## src/hw/rtl/mime_header_line_tokenizer_defines.svh

```systemverilog
// Assertion macros used by the back of the header tokenizer RTL.
`ifndef MIME_HEADER_LINE_TOKENIZER_DEFINES_SVH
`define MIME_HEADER_LINE_TOKENIZER_DEFINES_SVH

// Check a property on every rising clock edge outside reset.
`define MHLT_ASSERT(lbl, clk, rst, prop) \
  lbl: assert property (@(posedge clk) disable iff (rst) (prop)) \
    else $error("mhlt assertion failed");

// Check that a condition in one cycle leads to another in the next cycle.
`define MHLT_ASSERT_NEXT(lbl, clk, rst, ante, cons) \
  lbl: assert property (@(posedge clk) disable iff (rst) (ante) |=> (cons)) \
    else $error("mhlt assertion failed");

`endif

```

## src/hw/rtl/mhlt_pkg.sv

```systemverilog
// Types, constants and codes of the header line tokenizer.
package mhlt_pkg;

  localparam int LEN_WIDTH_DEF   = 16;
  localparam int QUEUE_DEPTH_DEF = 4;
  localparam int FIELD_WIDTH     = 16;

  localparam logic [7:0] CH_LF    = 8'h0A;
  localparam logic [7:0] CH_CR    = 8'h0D;
  localparam logic [7:0] CH_SP    = 8'h20;
  localparam logic [7:0] CH_TAB   = 8'h09;
  localparam logic [7:0] CH_COLON = 8'h3A;

  localparam logic [1:0] ERR_NONE  = 2'd0;
  localparam logic [1:0] ERR_EMPTY = 2'd1;
  localparam logic [1:0] ERR_OVF   = 2'd2;

  // Byte class handed from the front to the back.
  typedef enum logic [2:0] {
    CLS_OTHER,
    CLS_LF,
    CLS_CR,
    CLS_COLON,
    CLS_BLANK,
    CLS_EOS
  } cls_t;

  typedef enum logic [2:0] {
    MODE_NAME,
    MODE_GAP,
    MODE_VALUE,
    MODE_NEWLINE,
    MODE_CONT,
    MODE_DONE,
    MODE_ERR_NAME,
    MODE_ERR_OVF
  } mode_t;

  typedef struct packed {
    logic                   header_valid;
    logic [FIELD_WIDTH-1:0] name_length;
    logic [FIELD_WIDTH-1:0] gap_length;
    logic [FIELD_WIDTH-1:0] value_length;
    logic                   block_done;
    logic [1:0]             error_code;
  } res_t;

  // Queue status seen by the front and the back.
  typedef struct packed {
    logic full;
    logic empty;
  } q_stat_t;

endpackage

```

## src/hw/rtl/mhlt_ifs.sv

```systemverilog
// Valid/ready channel interfaces for input bytes and header records.
interface mhlt_in_if;
  logic       valid;
  logic       ready;
  logic [7:0] data_byte;
  logic       end_of_stream;

  modport source (output valid, output data_byte, output end_of_stream, input ready);
  modport sink (input valid, input data_byte, input end_of_stream, output ready);
endinterface

interface mhlt_out_if;
  logic                            valid;
  logic                            ready;
  logic                            header_valid;
  logic [mhlt_pkg::FIELD_WIDTH-1:0] name_length;
  logic [mhlt_pkg::FIELD_WIDTH-1:0] gap_length;
  logic [mhlt_pkg::FIELD_WIDTH-1:0] value_length;
  logic                            block_done;
  logic [1:0]                      error_code;

  modport source (output valid, output header_valid, output name_length, output gap_length,
                  output value_length, output block_done, output error_code, input ready);
  modport sink (input valid, input header_valid, input name_length, input gap_length,
                input value_length, input block_done, input error_code, output ready);
endinterface

```

## src/hw/rtl/mhlt_front.sv

```systemverilog
// Front: accept input words and classify each byte for the back.
module mhlt_front (
  mhlt_in_if.sink         rx,
  input  mhlt_pkg::q_stat_t q_stat,
  output logic            push,
  output mhlt_pkg::cls_t  push_cls
);

  assign rx.ready = !q_stat.full;
  assign push     = rx.valid && !q_stat.full;

  always_comb begin
    priority if (rx.end_of_stream) begin
      push_cls = mhlt_pkg::CLS_EOS;
    end else if (rx.data_byte == mhlt_pkg::CH_LF) begin
      push_cls = mhlt_pkg::CLS_LF;
    end else if (rx.data_byte == mhlt_pkg::CH_CR) begin
      push_cls = mhlt_pkg::CLS_CR;
    end else if (rx.data_byte == mhlt_pkg::CH_COLON) begin
      push_cls = mhlt_pkg::CLS_COLON;
    end else if (rx.data_byte == mhlt_pkg::CH_SP || rx.data_byte == mhlt_pkg::CH_TAB) begin
      push_cls = mhlt_pkg::CLS_BLANK;
    end else begin
      push_cls = mhlt_pkg::CLS_OTHER;
    end
  end

endmodule

```

## src/hw/rtl/mhlt_queue.sv

```systemverilog
// Short class queue between the front and the back.
module mhlt_queue #(
  parameter int DEPTH = mhlt_pkg::QUEUE_DEPTH_DEF
) (
  input  logic              clk,
  input  logic              rst,
  input  logic              push,
  input  mhlt_pkg::cls_t    push_cls,
  input  logic              pop,
  output mhlt_pkg::cls_t    head_cls,
  output mhlt_pkg::q_stat_t q_stat
);

  localparam int PW = (DEPTH > 1) ? $clog2(DEPTH) : 1;
  localparam int CW = $clog2(DEPTH + 1);
  localparam logic [PW-1:0] LAST = PW'(DEPTH - 1);
  localparam logic [CW-1:0] FULL = CW'(DEPTH);

  mhlt_pkg::cls_t mem [DEPTH];
  logic [PW-1:0]  wr_ptr;
  logic [PW-1:0]  rd_ptr;
  logic [CW-1:0]  fill;

  assign q_stat.full  = (fill == FULL);
  assign q_stat.empty = (fill == '0);
  assign head_cls     = mem[rd_ptr];

  always_ff @(posedge clk) begin
    if (push) begin
      mem[wr_ptr] <= push_cls;
    end
  end

  always_ff @(posedge clk) begin
    if (rst) begin
      wr_ptr <= '0;
      rd_ptr <= '0;
      fill   <= '0;
    end else begin
      if (push) begin
        wr_ptr <= (wr_ptr == LAST) ? '0 : wr_ptr + PW'(1);
      end
      if (pop) begin
        rd_ptr <= (rd_ptr == LAST) ? '0 : rd_ptr + PW'(1);
      end
      unique case ({push, pop})
        2'b10:   fill <= fill + CW'(1);
        2'b01:   fill <= fill - CW'(1);
        default: fill <= fill;
      endcase
    end
  end

endmodule

```

## src/hw/rtl/mhlt_back.sv

```systemverilog
// Back: run the line parser on classified bytes and register each record.
`include "mime_header_line_tokenizer_defines.svh"

module mhlt_back #(
  parameter int LEN_WIDTH = mhlt_pkg::LEN_WIDTH_DEF
) (
  input  logic              clk,
  input  logic              rst,
  input  mhlt_pkg::cls_t    head_cls,
  input  mhlt_pkg::q_stat_t q_stat,
  output logic              pop,
  mhlt_out_if.source        tx
);

  mhlt_pkg::mode_t mode, mode_next;
  logic [LEN_WIDTH-1:0] name_count, name_count_next;
  logic [LEN_WIDTH-1:0] gap_count, gap_count_next;
  logic [LEN_WIDTH-1:0] value_count, value_count_next;
  logic                 cr_before_lf, cr_before_lf_next;
  logic                 emit;
  mhlt_pkg::res_t       res;
  logic                 out_valid;
  mhlt_pkg::res_t       out_res;

  // Advance one byte whenever the queue is not empty and the output register is free or being drained.
  assign pop = !q_stat.empty && (!out_valid || tx.ready);

  always_ff @(posedge clk) begin
    if (rst) begin
      mode         <= mhlt_pkg::MODE_NAME;
      name_count   <= '0;
      gap_count    <= '0;
      value_count  <= '0;
      cr_before_lf <= 1'b0;
    end else begin
      mode         <= mode_next;
      name_count   <= name_count_next;
      gap_count    <= gap_count_next;
      value_count  <= value_count_next;
      cr_before_lf <= cr_before_lf_next;
    end
  end

  always_comb begin
    mhlt_pkg::mode_t      cur;
    logic [LEN_WIDTH-1:0] nc, gc, vc, rn, rg, rv;
    logic                 cr, ovf, err_name, blk_end, have_rec, fold;

    cur      = mode;
    nc       = name_count;
    gc       = gap_count;
    vc       = value_count;
    cr       = cr_before_lf;
    rn       = '0;
    rg       = '0;
    rv       = '0;
    ovf      = 1'b0;
    err_name = 1'b0;
    blk_end  = 1'b0;
    have_rec = 1'b0;
    fold     = 1'b0;

    mode_next         = mode;
    name_count_next   = name_count;
    gap_count_next    = gap_count;
    value_count_next  = value_count;
    cr_before_lf_next = cr_before_lf;
    emit              = 1'b0;
    res               = '0;

    if (pop) begin
      unique case (mode)
        mhlt_pkg::MODE_ERR_NAME: begin
          emit           = 1'b1;
          res.error_code = mhlt_pkg::ERR_EMPTY;
        end
        mhlt_pkg::MODE_ERR_OVF: begin
          emit           = 1'b1;
          res.error_code = mhlt_pkg::ERR_OVF;
        end
        mhlt_pkg::MODE_DONE: begin
        end
        default: begin
          if (head_cls == mhlt_pkg::CLS_EOS) begin
            mode_next         = mhlt_pkg::MODE_DONE;
            name_count_next   = '0;
            gap_count_next    = '0;
            value_count_next  = '0;
            cr_before_lf_next = 1'b0;
            emit              = 1'b1;
            res.block_done    = 1'b1;
          end else begin
            // A line start after a value: fold, close the pending record, or flag an empty name.
            if (mode == mhlt_pkg::MODE_NEWLINE) begin
              if (head_cls == mhlt_pkg::CLS_BLANK) begin
                fold = 1'b1;
                if (&vc) begin
                  ovf = 1'b1;
                end else begin
                  vc  = vc + LEN_WIDTH'(1);
                  cr  = 1'b0;
                  cur = mhlt_pkg::MODE_CONT;
                end
              end else if (nc == '0) begin
                err_name = 1'b1;
              end else begin
                have_rec = 1'b1;
                rn = nc;
                rg = gc;
                rv = vc;
                if (rv != '0) begin
                  rv = rv - LEN_WIDTH'(1);
                end
                if (cr && rv != '0) begin
                  rv = rv - LEN_WIDTH'(1);
                end
                nc  = '0;
                gc  = '0;
                vc  = '0;
                cr  = 1'b0;
                cur = mhlt_pkg::MODE_NAME;
              end
            end

            if (!fold && !err_name) begin
              unique case (cur)
                mhlt_pkg::MODE_NAME: begin
                  if (head_cls == mhlt_pkg::CLS_LF) begin
                    blk_end = 1'b1;
                    cur     = mhlt_pkg::MODE_DONE;
                  end else if (head_cls == mhlt_pkg::CLS_COLON) begin
                    if (&gc) begin
                      ovf = 1'b1;
                    end else begin
                      gc  = gc + LEN_WIDTH'(1);
                      cur = mhlt_pkg::MODE_GAP;
                    end
                  end else if (&nc) begin
                    ovf = 1'b1;
                  end else begin
                    nc = nc + LEN_WIDTH'(1);
                  end
                end
                mhlt_pkg::MODE_GAP: begin
                  if (head_cls == mhlt_pkg::CLS_BLANK) begin
                    if (&gc) begin
                      ovf = 1'b1;
                    end else begin
                      gc = gc + LEN_WIDTH'(1);
                    end
                  end else if (&vc) begin
                    ovf = 1'b1;
                  end else begin
                    vc = vc + LEN_WIDTH'(1);
                    if (head_cls == mhlt_pkg::CLS_LF) begin
                      cr  = 1'b0;
                      cur = mhlt_pkg::MODE_NEWLINE;
                    end else begin
                      cr  = (head_cls == mhlt_pkg::CLS_CR);
                      cur = mhlt_pkg::MODE_VALUE;
                    end
                  end
                end
                mhlt_pkg::MODE_VALUE: begin
                  if (&vc) begin
                    ovf = 1'b1;
                  end else begin
                    vc = vc + LEN_WIDTH'(1);
                    if (head_cls == mhlt_pkg::CLS_LF) begin
                      cur = mhlt_pkg::MODE_NEWLINE;
                    end else begin
                      cr = (head_cls == mhlt_pkg::CLS_CR);
                    end
                  end
                end
                default: begin
                  if (&vc) begin
                    ovf = 1'b1;
                  end else begin
                    vc = vc + LEN_WIDTH'(1);
                    if (head_cls == mhlt_pkg::CLS_BLANK) begin
                      cr = 1'b0;
                    end else if (head_cls == mhlt_pkg::CLS_LF) begin
                      cr  = 1'b0;
                      cur = mhlt_pkg::MODE_NEWLINE;
                    end else begin
                      cr  = (head_cls == mhlt_pkg::CLS_CR);
                      cur = mhlt_pkg::MODE_VALUE;
                    end
                  end
                end
              endcase
            end

            priority if (ovf) begin
              mode_next      = mhlt_pkg::MODE_ERR_OVF;
              emit           = 1'b1;
              res.error_code = mhlt_pkg::ERR_OVF;
            end else if (err_name) begin
              mode_next      = mhlt_pkg::MODE_ERR_NAME;
              emit           = 1'b1;
              res.error_code = mhlt_pkg::ERR_EMPTY;
            end else begin
              mode_next         = cur;
              name_count_next   = blk_end ? '0 : nc;
              gap_count_next    = blk_end ? '0 : gc;
              value_count_next  = blk_end ? '0 : vc;
              cr_before_lf_next = blk_end ? 1'b0 : cr;
              if (blk_end || have_rec) begin
                emit             = 1'b1;
                res.header_valid = have_rec;
                res.name_length  = mhlt_pkg::FIELD_WIDTH'(rn);
                res.gap_length   = mhlt_pkg::FIELD_WIDTH'(rg);
                res.value_length = mhlt_pkg::FIELD_WIDTH'(rv);
                res.block_done   = blk_end;
              end
            end
          end
        end
      endcase
    end
  end

  // Output register: hold a record until taken, reload when a new one appears.
  always_ff @(posedge clk) begin
    if (rst) begin
      out_valid <= 1'b0;
    end else if (pop && emit) begin
      out_valid <= 1'b1;
    end else if (tx.ready) begin
      out_valid <= 1'b0;
    end
  end

  always_ff @(posedge clk) begin
    if (pop && emit) begin
      out_res <= res;
    end
  end

  assign tx.valid        = out_valid;
  assign tx.header_valid = out_res.header_valid;
  assign tx.name_length  = out_res.name_length;
  assign tx.gap_length   = out_res.gap_length;
  assign tx.value_length = out_res.value_length;
  assign tx.block_done   = out_res.block_done;
  assign tx.error_code   = out_res.error_code;

  `MHLT_ASSERT(a_err_clean, clk, rst,
    !(out_valid && out_res.error_code != mhlt_pkg::ERR_NONE) ||
    (!out_res.header_valid && !out_res.block_done))
  `MHLT_ASSERT(a_plain_zero, clk, rst,
    !(out_valid && !out_res.header_valid) ||
    (out_res.name_length == '0 && out_res.gap_length == '0 && out_res.value_length == '0))
  `MHLT_ASSERT(a_rec_name, clk, rst,
    !(out_valid && out_res.header_valid) || (out_res.name_length != '0))
  `MHLT_ASSERT_NEXT(a_ovf_sticky, clk, rst,
    mode == mhlt_pkg::MODE_ERR_OVF, mode == mhlt_pkg::MODE_ERR_OVF)
  `MHLT_ASSERT_NEXT(a_done_sticky, clk, rst,
    mode == mhlt_pkg::MODE_DONE, mode == mhlt_pkg::MODE_DONE && !(pop && emit))

endmodule

```

## src/hw/rtl/mime_header_line_tokenizer.sv

```systemverilog
// Throughput: one byte word per cycle while the queue has room, set by the back's parser step.
// Path: an accepted word waits in the class queue; its record is loaded into the output
//   register and taken from there; a stalled output lets the queue fill first.
// Reset (synchronous, rst high) empties the class queue, returns the parser to name mode
//   with all counts zero and clears the output valid flag; no clearing pass follows.
// Top level of the header line tokenizer: front classifier, class queue, parser back.
module mime_header_line_tokenizer #(
  parameter int LEN_WIDTH   = mhlt_pkg::LEN_WIDTH_DEF,
  parameter int QUEUE_DEPTH = mhlt_pkg::QUEUE_DEPTH_DEF
) (
  input logic      clk,
  input logic      rst,
  mhlt_in_if.sink  rx,
  mhlt_out_if.source tx
);

  // Classified bytes flow front -> queue -> back; the queue lets the input keep
  // moving while a finished record waits in the output register.
  logic              push;
  logic              pop;
  mhlt_pkg::cls_t    push_cls;
  mhlt_pkg::cls_t    head_cls;
  mhlt_pkg::q_stat_t q_stat;

  // Front: take a word whenever the queue has room and reduce the byte to a class.
  mhlt_front u_front (
    .rx       (rx),
    .q_stat   (q_stat),
    .push     (push),
    .push_cls (push_cls)
  );

  // Queue: hold classes until the back is free to consume them.
  mhlt_queue #(
    .DEPTH (QUEUE_DEPTH)
  ) u_queue (
    .clk      (clk),
    .rst      (rst),
    .push     (push),
    .push_cls (push_cls),
    .pop      (pop),
    .head_cls (head_cls),
    .q_stat   (q_stat)
  );

  // Back: count name, gap and value bytes, fold lines, and report records,
  // block end and sticky errors through a registered output word.
  mhlt_back #(
    .LEN_WIDTH (LEN_WIDTH)
  ) u_back (
    .clk      (clk),
    .rst      (rst),
    .head_cls (head_cls),
    .q_stat   (q_stat),
    .pop      (pop),
    .tx       (tx)
  );

endmodule

```

## src/flat_wrapper.sv

```systemverilog
// flat-port wrapper written by rule: the top's interface ports become plain ports
module mime_header_line_tokenizer_flat 
#(
  parameter int LEN_WIDTH   = mhlt_pkg::LEN_WIDTH_DEF,
  parameter int QUEUE_DEPTH = mhlt_pkg::QUEUE_DEPTH_DEF
)
  (clk, rst, rx_valid, rx_data_byte, rx_end_of_stream, rx_ready, tx_valid, tx_header_valid, tx_name_length, tx_gap_length, tx_value_length, tx_block_done, tx_error_code, tx_ready);
  mhlt_in_if rx_i ();
  mhlt_out_if tx_i ();
  input logic clk;
  input logic rst;
  input wire logic [$bits(rx_i.valid)-1:0] rx_valid;
  input wire logic [$bits(rx_i.data_byte)-1:0] rx_data_byte;
  input wire logic [$bits(rx_i.end_of_stream)-1:0] rx_end_of_stream;
  output wire logic [$bits(rx_i.ready)-1:0] rx_ready;
  output wire logic [$bits(tx_i.valid)-1:0] tx_valid;
  output wire logic [$bits(tx_i.header_valid)-1:0] tx_header_valid;
  output wire logic [$bits(tx_i.name_length)-1:0] tx_name_length;
  output wire logic [$bits(tx_i.gap_length)-1:0] tx_gap_length;
  output wire logic [$bits(tx_i.value_length)-1:0] tx_value_length;
  output wire logic [$bits(tx_i.block_done)-1:0] tx_block_done;
  output wire logic [$bits(tx_i.error_code)-1:0] tx_error_code;
  input wire logic [$bits(tx_i.ready)-1:0] tx_ready;
  assign rx_i.valid = rx_valid;
  assign rx_i.data_byte = rx_data_byte;
  assign rx_i.end_of_stream = rx_end_of_stream;
  assign rx_ready = rx_i.ready;
  assign tx_valid = tx_i.valid;
  assign tx_header_valid = tx_i.header_valid;
  assign tx_name_length = tx_i.name_length;
  assign tx_gap_length = tx_i.gap_length;
  assign tx_value_length = tx_i.value_length;
  assign tx_block_done = tx_i.block_done;
  assign tx_error_code = tx_i.error_code;
  assign tx_i.ready = tx_ready;
  mime_header_line_tokenizer #(.LEN_WIDTH(LEN_WIDTH), .QUEUE_DEPTH(QUEUE_DEPTH)) u_core (.clk(clk), .rst(rst), .rx(rx_i), .tx(tx_i));
endmodule
```

## config.mk

```make
export PLATFORM = sky130hd
export DESIGN_NAME = mime_header_line_tokenizer_flat
export DESIGN_NICKNAME = d
export VERILOG_FILES = /design/src/hw/rtl/mhlt_pkg.sv /design/src/hw/rtl/mhlt_ifs.sv /design/src/hw/rtl/mhlt_front.sv /design/src/hw/rtl/mhlt_queue.sv /design/src/hw/rtl/mhlt_back.sv /design/src/hw/rtl/mime_header_line_tokenizer.sv /design/src/flat_wrapper.sv
export VERILOG_INCLUDE_DIRS = /design/src /design/src/hw/rtl
export SDC_FILE = /design/constraint.sdc
export NUM_CORES = 1
export LEC_CHECK = 0
export BUFFER_PORTS_ARGS = -buffer_cell sky130_fd_sc_hd__buf_2
export CAP_MARGIN = 20
export CELL_PAD_IN_SITES_DETAIL_PLACEMENT = 2
export CELL_PAD_IN_SITES_GLOBAL_PLACEMENT = 2
export CORE_MARGIN = 2
export CORE_UTILIZATION = 40
export CTS_CLUSTER_DIAMETER = 100
export DETAILED_ROUTE_END_ITERATION = 16
export PLACE_DENSITY_LB_ADDON = 0.1
export RECOVER_POWER = 100
export SLEW_MARGIN = 15
export SYNTH_ARGS = -nofsm -noshare
export SYNTH_HDL_FRONTEND = slang
export SYNTH_SLANG_ARGS = --single-unit
```

## constraint.sdc

```tcl
create_clock -name clk -period 11.7 [get_ports clk]
set_clock_uncertainty 0.05 [all_clocks]
set_input_delay 1.17 -clock clk [delete_from_list [all_inputs] [get_ports clk]]
set_output_delay 1.17 -clock clk [all_outputs]
set_load 0.03 [all_outputs]
```

# [Word level (Yosys, flattened, before mapping)]
# Memory sizes are Yosys's and may differ from the RTL's. A register that Yosys moved wholly into a read port is not among the register bits.
# Index checks and enable logic that the tools add are counted.
[classes] add_sub_neg=10 multipliers=0 div=0 n_lt_le_gt_ge=0 n_eq_ne=23 shift=0 muxes=158 n_bitwise=4 reduce_logical=31
[op_table] cell="$mux 16" count=52
[op_table] cell="$mux 3" count=25
[op_table] cell="$mux 1" count=67
[op_table] cell="$add 16x1->16 const B" count=4
[op_table] cell="$pmux 16 s2" count=2
[op_table] cell="$reduce_and 16->1" count=4
[op_table] cell="$reduce_bool 16->1" count=2
[op_table] cell="$sub 16x1->16 const B" count=2
[op_table] cell="$eq 8x4->1 const B" count=3
[op_table] cell="$eq 3x3->1 const B" count=6
[op_table] cell="$eq 8x6->1 const B" count=2
[op_table] cell="$logic_not 16->1" count=1
[op_table] cell="$eq 3x2->1 const B" count=4
[op_table] cell="$mux 2" count=6
[op_table] cell="$reduce_or 11->1" count=1
[op_table] cell="$pmux 3 s3" count=1
[op_table] cell="$reduce_or 8->1" count=1
[op_table] cell="$eq 2x2->1 const B" count=3
[op_table] cell="$eq 3x1->1 const B" count=2
[op_table] cell="$logic_not 3->1" count=2
[op_table] cell="$pmux 2 s3" count=1
[op_table] cell="$pmux 3 s2" count=1
[op_table] cell="$logic_and 1x1->1" count=5
[op_table] cell="$logic_not 1->1" count=5
[op_table] cell="other kinds (15)" count=24
[totals] ff_bits=112 latchBits=0 mem_bits_rw=12 romBits=0 output_inout_bits=54 word_cells=242 n_memories=1
[mem_list] memory="u_core.u_queue.mem" words=4 word_bits=3 read_ports=1 rd_clocked_by_memory_dff=1 wr=1 line="mhlt_queue.sv:19" rtl="mhlt_pkg::cls_t mem [DEPTH];"

# [Longest topological paths before layout]
# Gate-level depths: netlist (run 1).
[depth] ltp_word=22 ltp_mapped=18

# [By module]
# From an unflattened synthesis (run 1), not the netlist that was laid out.
[unflattened] cells_unflattened=984 area_unflattened_um2=8368.0
[modules_own_cells] module="mhlt_back" n_inst=1 cells_per_inst=907 area_each_um2=7379.6 seq_area_each_um2=2622.5
[modules_own_cells] module="mhlt_queue" n_inst=1 cells_per_inst=62 area_each_um2=873.3 seq_area_each_um2=540.5
[modules_own_cells] module="mhlt_front" n_inst=1 cells_per_inst=15 area_each_um2=115.1 seq_area_each_um2=0.0

# [Least setup slack after synthesis (run 1)]
# No wires, ideal clock.
[synth_timing] kind="reg2reg" start="reg (tool-made name)" end="reg u_core.u_back.out_res (netlist bit u_core.u_back.tx.block_done) (enable)" setup_time_ps=406 t_arrival_ps=4839 t_required_ps=11244 path_slack_ps=6404 path_stages_with_launch=17 n_path_buf=3 synth_period_minus_slack_ps=5296 cell_sequence="dfxtp_1 > mux4_2 > or3b_1 > clkbuf_1 > clkbuf_1 > nand2_1 > clkbuf_1 > and2_1 > ha_1 > nand3_1 > a2111o_1 > nor3_1 > a311oi_1 > o31ai_2 > nand2_1 > a221o_1 > inv_1"
[synth_lines] item="end signal, assigned" line="mhlt_back.sv:237" rtl="out_res <= res;"
[synth_lines] item="end, declared" line="mhlt_back.sv:23" rtl="mhlt_pkg::res_t out_res;"

# [Worst setup path after layout (run 1)]
[layout_timing] start="reg u_core.u_back.mode[1]" end="reg u_core.u_back.name_count[6]"
[layout_between] elab_chain_len=16 word_cells_on_any_way=71 classes_between="add/sub: 1; eq/ne: 7; mux: 53; bitwise: 1; reduce/logical: 9"
[layout_rtl] item="start, declared" line="mhlt_back.sv:15" rtl="mhlt_pkg::mode_t mode, mode_next;"
[layout_rtl] item="start signal, assigned" line="mhlt_back.sv:30" rtl="mode <= mhlt_pkg::MODE_NAME;"
[layout_rtl] item="start signal, assigned" line="mhlt_back.sv:36" rtl="mode <= mode_next;"
[layout_rtl] item="parallel branches: the longest is 16 deep, another holds $add 16x1->16"
[layout_rtl] item="end signal, assigned" line="mhlt_back.sv:37" rtl="name_count <= name_count_next;"
[layout_rtl] item="end, declared" line="mhlt_back.sv:16" rtl="logic [LEN_WIDTH-1:0] name_count, name_count_next;"
# Several ways; the timed one is not identified. The select of a mux whose other input is x is not followed.
# A chain may end at the register's enable or synchronous reset.

==> results of run 1 <==
## area by class of cell
class                           instances  area [sq um]  area share
Clock inverter                         15           138      0.0156
Sequential cell                       126          3160       0.358
Inverter                               25          95.1      0.0108
Clock buffer                           17           425      0.0481
Multi-Input combinational cell        713          4380       0.496
Tap cell                              265           332      0.0375
Timing Repair Buffer                   72           302      0.0341
## per-stage QoR
stage                     hold WS (ns)  instances  worst slack (ns)
after CTS                        0.473       1233              5.63
after floorplan                  0.404        922              6.40
after detailed placement         0.454       1201              5.68
final                            0.462       1233              3.84
after global routing             0.501       1233              3.26
after global placement           0.438       1201              6.09
## power by group
| part | internal, uW | leakage [uW] | switching (uW) |
|---|---|---|---|
| Combinational | 247 | 0.00153 | 710 |
| Sequential | 574 | 0.00110 | 55.7 |
| Clock | 282 | 0.000276 | 240 |
## logic make-up (layout without fill, tap and decap cells)
family | after synthesis | count (layout) | share of synthesized area
adder cells (fa/ha/maj) | 15 | 15 | 0.0247
XOR/XNOR | 34 | 34 | 0.0377
multiplexers | 18 | 18 | 0.0282
flip-flops | 126 | 126 | 0.400
AND/OR/NAND/NOR | 445 | 445 | 0.293
AO/OA/AOI/OAI | 201 | 201 | 0.171
buffers and inverters | 83 | 129 | 0.0446
## final timing paths
path                            startpoint                           to  slack, ns
setup reg to reg     u_core.u_back.mode[1]  u_core.u_back.name_count[6]       3.84
hold / removal    u_core.u_queue.rd_ptr[1]     u_core.u_queue.rd_ptr[1]       0.46
hold reg to reg   u_core.u_queue.rd_ptr[1]     u_core.u_queue.rd_ptr[1]       0.46
setup / recovery     u_core.u_back.mode[1]  u_core.u_back.name_count[6]       3.84
## worst max-delay path, delay by kind of cell (launching register included)
family          cells  cell delay, ns
buf+inv             1            0.10
compound gates      6            3.88
flops               1            0.63
fa+ha+maj           1            0.24
simple gates        6            2.83
## metal layers
metal / track usage / vias to the layer above
li1: - / 3486
met1: 0.360 / 3800
met2: 0.494 / 184
met3: 0.0411 / 46
met4: 0.0843 / 0
met5: 0 / -
## registers in the layout (all words and copies together) (netlist names), 3 cells and up, named ones only
signal and cells:
u_core.u_back.gap_count 16, u_core.u_back.name_count 16, u_core.u_back.tx.gap_length 16, u_core.u_back.tx.name_length 16, u_core.u_back.tx.value_length 16, u_core.u_back.value_count 16, u_core.u_queue.mem 12, u_core.u_back.mode 3
u_core.u_queue.fill 3
## cells in the final DEF, fill, tap and decap left out, drive strengths merged, types with 5 or more instances in the layout
| cell type | n |
|---|---|
| ha | 14 |
| nand4 | 21 |
| or4 | 8 |
| nand3 | 51 |
| and3 | 18 |
| nand2 | 88 |
| or3 | 11 |
| a211oi | 5 |
| a31oi | 16 |
| edfxtp | 64 |
| nand2b | 10 |
| o2bb2ai | 14 |
| nor2b | 8 |
| xor2 | 12 |
| a21oi | 61 |
| dfxtp | 62 |
| clkbuf | 74 |
| nor3b | 8 |
| buf | 15 |
| nand4b | 7 |
| nor2 | 96 |
| o31ai | 5 |
| and2 | 45 |
| xnor2 | 22 |
| inv | 36 |
| mux2i | 11 |
| nor3 | 33 |
| nor4 | 24 |
| o21ai | 40 |
| a41oi | 5 |
| o32ai | 6 |
==> results.json, run 1 <==
{
  "synth_top_area_cell": "edfxtp_1",
  "rows": 51,
  "drt_iter0_drc": 535,
  "cellPowerDensity_nw_per_um2": 239,
  "netlist.area_leader.share": 0.243,
  "highest_layer": "met4",
  "die_h_microns": 145,
  "post-route-util": 0.455,
  "synth_area_sq_um": 7900,
  "drtPass1Iterations": 5,
  "yosysWarnings": 0,
  "slowest_delay_ns": 2.02,
  "cts_inserted_buffers": 17,
  "setup_viol": 0,
  "antenna_found_initial": 0,
  "ys_seq_elements": 126,
  "path_common_cell": "nand2_1",
  "io_buffers": 66,
  "ys_top_cells_by_count": "nor2_1 (96), nand2_1 (88), edfxtp_1 (64), dfxtp_1 (62), a21oi_1 (61)",
  "cellLeakagePower_uw": 0.00291,
  "fin_setup_tns_ns": 0,
  "drive_gt1_frac": 0.0661,
  "worst_pin_slew_ns": 2.75,
  "routedWlPerCell_microns": 23.4,
  "cts_num_sinks": 126,
  "die-area_sq_um": 20900,
  "path_cells": "nand3b_1, a41oi_1, nand2_1, nand2_1, inv_1, ha_1, nand3_1, a2111o_1, nor3_1, a311oi_1, o31ai_1, a21oi_1, nor2_1, o22a_1",
  "grt_pass1_vias": 7960,
  "synth_ff_type": "edfxtp_1",
  "synthToLayoutAreaGrowth_pct": 11.8,
  "ctsResizeCount": 0,
  "pin_count": 67,
  "wl_met2_mm": 14.4,
  "power_uw": 2110,
  "dr_wl_met3_mm": 1.16,
  "clkTransAtPathRegs_ns": 0.06,
  "synthCells": 922,
  "final.fill_count": 2204,
  "synth_nets": 950,
  "hp-class": "reg2reg",
  "antennaDiodeCount": 0,
  "hold_violations": 0,
  "drt_wl_total_mm": 28.8,
  "status": "finished, violations left",
  "crit_required_ns": 11.96,
  "grt_pass1_wl_mm": 45.2,
  "placed_area_sq_um": 8360,
  "ant_nets": 0,
  "crit_fanout": 30,
  "reg2regPathDepth": 14,
  "vias": 7516,
  "initial_core_util": 0.407,
  "place_congestion": 0.882,
  "fp.dieW_microns": 145,
  "max_slew_margin": -0.832,
  "clock.fmax_ghz": 0.127,
  "cts_hold_buf": 0,
  "worstSetupPathType": "reg2reg",
  "met1_length_mm": 12.7,
  "vias_per_cell": 6.10,
  "synth_seq_area_share": 0.400,
  "grt_max_degree": 58,
  "async_flop_share": 0,
  "holdPathStages": 2,
  "yosysUniqueCellTypes": 79,
  "violations": "max-capacitance violations, max-slew violations",
  "rsz0062_at_grt": "no",
  "fin_crit_ns": 7.86,
  "synth_area_per_cell_sq_um": 8.57,
  "root_buffer": "clkbuf_16",
  "tritoncts": "built",
  "globalRouteOverflowTotal": 0,
  "dp_hpwl_mm": 20.4,
  "crit_path_top_delay_cell": "a21oi_1",
  "ys_top_cells_by_area": "edfxtp_1 (24%), dfxtp_1 (16%), nor2_1 (4.6%)",
  "final_area_sq_um": 8840,
  "peakVddDrop_mv": 0.155,
  "synth_edf_count": 64,
  "core-area_sq_um": 19400,
  "cap_violations": 3,
  "route.detailed.drc": 0,
  "clockBufferDepth": 2,
  "grtUsageTotal": 0.282,
  "crit_arrival_ns": 8.12,
  "fin_nets": 983,
  "post_cts_buffers": 0,
  "endpoint_kind": "flop",
  "yosysMostFrequentCell": "nor2_1",
  "startpoint_type": "flop",
  "drv_slew": 142,
  "finalCritPeriodShare": 0.672,
  "insertion_delay_ns": 0.43,
  "htree_levels": 4
}
No activity file was read; power rests on OpenSTA's default activity.
==> run 2: changes to the inputs <==
- CORE_UTILIZATION: 40 -> 34
- clock period: 11.7 -> 6.5 ns (I/O delays scaled with it)
==> results.json, run 2 (synthesis results as in run 1) <==
{
  "hold_violations": 0,
  "place_congestion": 0.882,
  "drt_wl_total_mm": 28.1,
  "status": "finished, final reports clean",
  "worstSetupPathType": "reg2reg",
  "cts_hold_buf": 0,
  "slowest_delay_ns": 0.74,
  "layout_commonest_cell": "nor2_1",
  "peakVddDrop_mv": 0.180,
  "fin_nets": 988,
  "drive_gt1_frac": 0.0668,
  "initial_core_util": 0.348,
  "whs_ns": 0.440,
  "core-area_sq_um": 22700,
  "cts_num_sinks": 126,
  "cellLeakagePower_uw": 0.00293,
  "ctsResizeCount": 0,
  "path_buf_inv": 1,
  "ant_nets": 0,
  "setup_viol": 0,
  "startpoint_type": "flop",
  "crit_fanout": 14,
  "multi_input_area_sq_um": 4380,
  "cellPowerDensity_nw_per_um2": 426,
  "routedWlPerCell_microns": 22.3,
  "p_sw_uw": 1780,
  "worst_pin_slew_ns": 1.15,
  "drtPass1Iterations": 5,
  "clockBufferDepth": 2,
  "path_cells": "nand3b_1, a41oi_1, nand2_1, nand2_1, inv_1, ha_1, nand3_1, a2111o_1, o211ai_1, or3_1, nor4_1, nand3_1, or4_1, a21oi_1",
  "vias_per_cell": 5.98,
  "endpoint_kind": "flop",
  "internal-power_uw": 2020,
  "max_slew_margin": 0.233,
  "post_cts_buffers": 0,
  "dp_hpwl_mm": 20.1,
  "root_buffer": "clkbuf_16",
  "grt_max_degree": 58,
  "pin_count": 67,
  "io_buffers": 66,
  "final_cell_mix": "nor2_1 (96), nand2_1 (88), edfxtp_1 (64), dfxtp_1 (62), a21oi_1 (60)",
  "synthToLayoutAreaGrowth_pct": 12.6,
  "fp.dieW_microns": 156,
  "grtUsageTotal": 0.233,
  "combPwrFrac": 0.451,
  "tritoncts": "built",
  "hp-class": "reg2reg",
  "rows": 55,
  "rsz0062_at_grt": "no",
  "antenna_found_initial": 0,
  "seq_area_sq_um": 3160,
  "p_clk_frac": 0.253,
  "insertion_delay_ns": 0.44,
  "die-area_sq_um": 24500,
  "fin_setup_tns_ns": 0,
  "critPathTopFamily": "simple AND/OR/NAND/NOR gates",
  "antennaDiodeCount": 0,
  "route.detailed.drc": 0,
  "crit_path_top_delay_cell": "nor4_1",
  "fin_crit_ns": 5.67,
  "grt_pass1_vias": 7905,
  "globalRouteOverflowTotal": 0,
  "drt_iter0_drc": 399,
  "final.fill_count": 2557,
  "clock.fmax_ghz": 0.176,
  "r2r_start": "u_core.u_back.mode[1]",
  "finalCritPeriodShare": 0.873,
  "hp-start": "u_core.u_queue.rd_ptr[1]",
  "p_sw_frac": 0.469,
  "vias": 7523,
  "cap_violations": 0,
  "clkTransAtPathRegs_ns": 0.07,
  "drv_slew": 0,
  "htree_levels": 4,
  "crit_start": "u_core.u_back.mode[1]",
  "die_h_microns": 156,
  "cts_inserted_buffers": 17,
  "grt_pass1_wl_mm": 44.8,
  "sequentialPowerShare": 0.296,
  "crit_required_ns": 6.80,
  "crit_arrival_ns": 5.97
}
==> run 2: changes by cell type in the layout (fill, tap and decap cells not counted), moves of 2 or more <==
| cell | previous run | this run |
|---|---|---|
| o21ai_1 | 12 | 9 |
| clkinv_4 | 0 | 3 |
| inv_8 | 5 | 1 |
| clkbuf_1 | 57 | 59 |
| buf_4 | 5 | 8 |
| o21ai_0 | 28 | 31 |
==> run 2: final timing paths <==
path | end | slack, ns | cells past startpoint
hold / removal | u_core.u_queue.rd_ptr[1] | 0.44 | 2
setup / recovery | u_core.u_back.name_count[15] | 0.83 | 14
hold reg to reg | u_core.u_queue.rd_ptr[1] | 0.44 | 2
setup reg to reg | u_core.u_back.name_count[15] | 0.83 | 14
==> run 2: worst reg2reg max path, stage by stage, from the launching register on <==
cell      delay [ns]
dfxtp_1         0.60
nand3b_1        0.57
a41oi_1         0.64
nand2_1         0.51
nand2_1         0.28
inv_1           0.07
ha_1            0.23
nand3_1         0.09
a2111o_1        0.20
o211ai_1        0.27
or3_1           0.49
nor4_1          0.74
nand3_1         0.21
or4_1           0.46
a21oi_1         0.17
==> run 2: power by group through the flow <==
stage          registers [uW]  logic [uW]  clock network [uW]
2_1_floorplan            1300        1050                   0
3_5_place_dp             1140        1730                   0
3_3_place_gp             1120        1670                   0
6_report                 1120        1710                 961
4_1_cts                  1120        1750                 984
5_1_grt                  1140        1880                1010
==> run 2: area by class of cell <==
cell class,instances,area share
clock buffer,18,0.0482
clock inverter,14,0.0163
inverter,25,0.0105
multi-input combinational,713,0.492
sequential,126,0.355
tap,285,0.0401
timing repair buffer,77,0.0374
==> run 2: layer usage <==
layer / wire, microns / part of all wire / up-vias / GRT usage
met4: 472 / 0.017 / 0 / 0.0708
met3: 849 / 0.030 / 34 / 0.0277
met1: 13500 / 0.48 / 3833 / 0.319
li1: - / - / 3508 / -
met5: 0 / 0 / - / 0
met2: 13300 / 0.47 / 148 / 0.387
==> run 2: metrics by stage <==
step	power, uW	area (sq um)	setup slack [ns]	util	instances
floorplan	2350	7900	1.20	-	922
global placement	2790	8420	1.54	0.371	1226
detailed placement	2870	8420	1.26	0.371	1226
CTS	3860	8990	1.19	0.396	1258
global route	4030	8900	0.528	0.392	1258
finish	3800	8900	0.825	0.392	1258
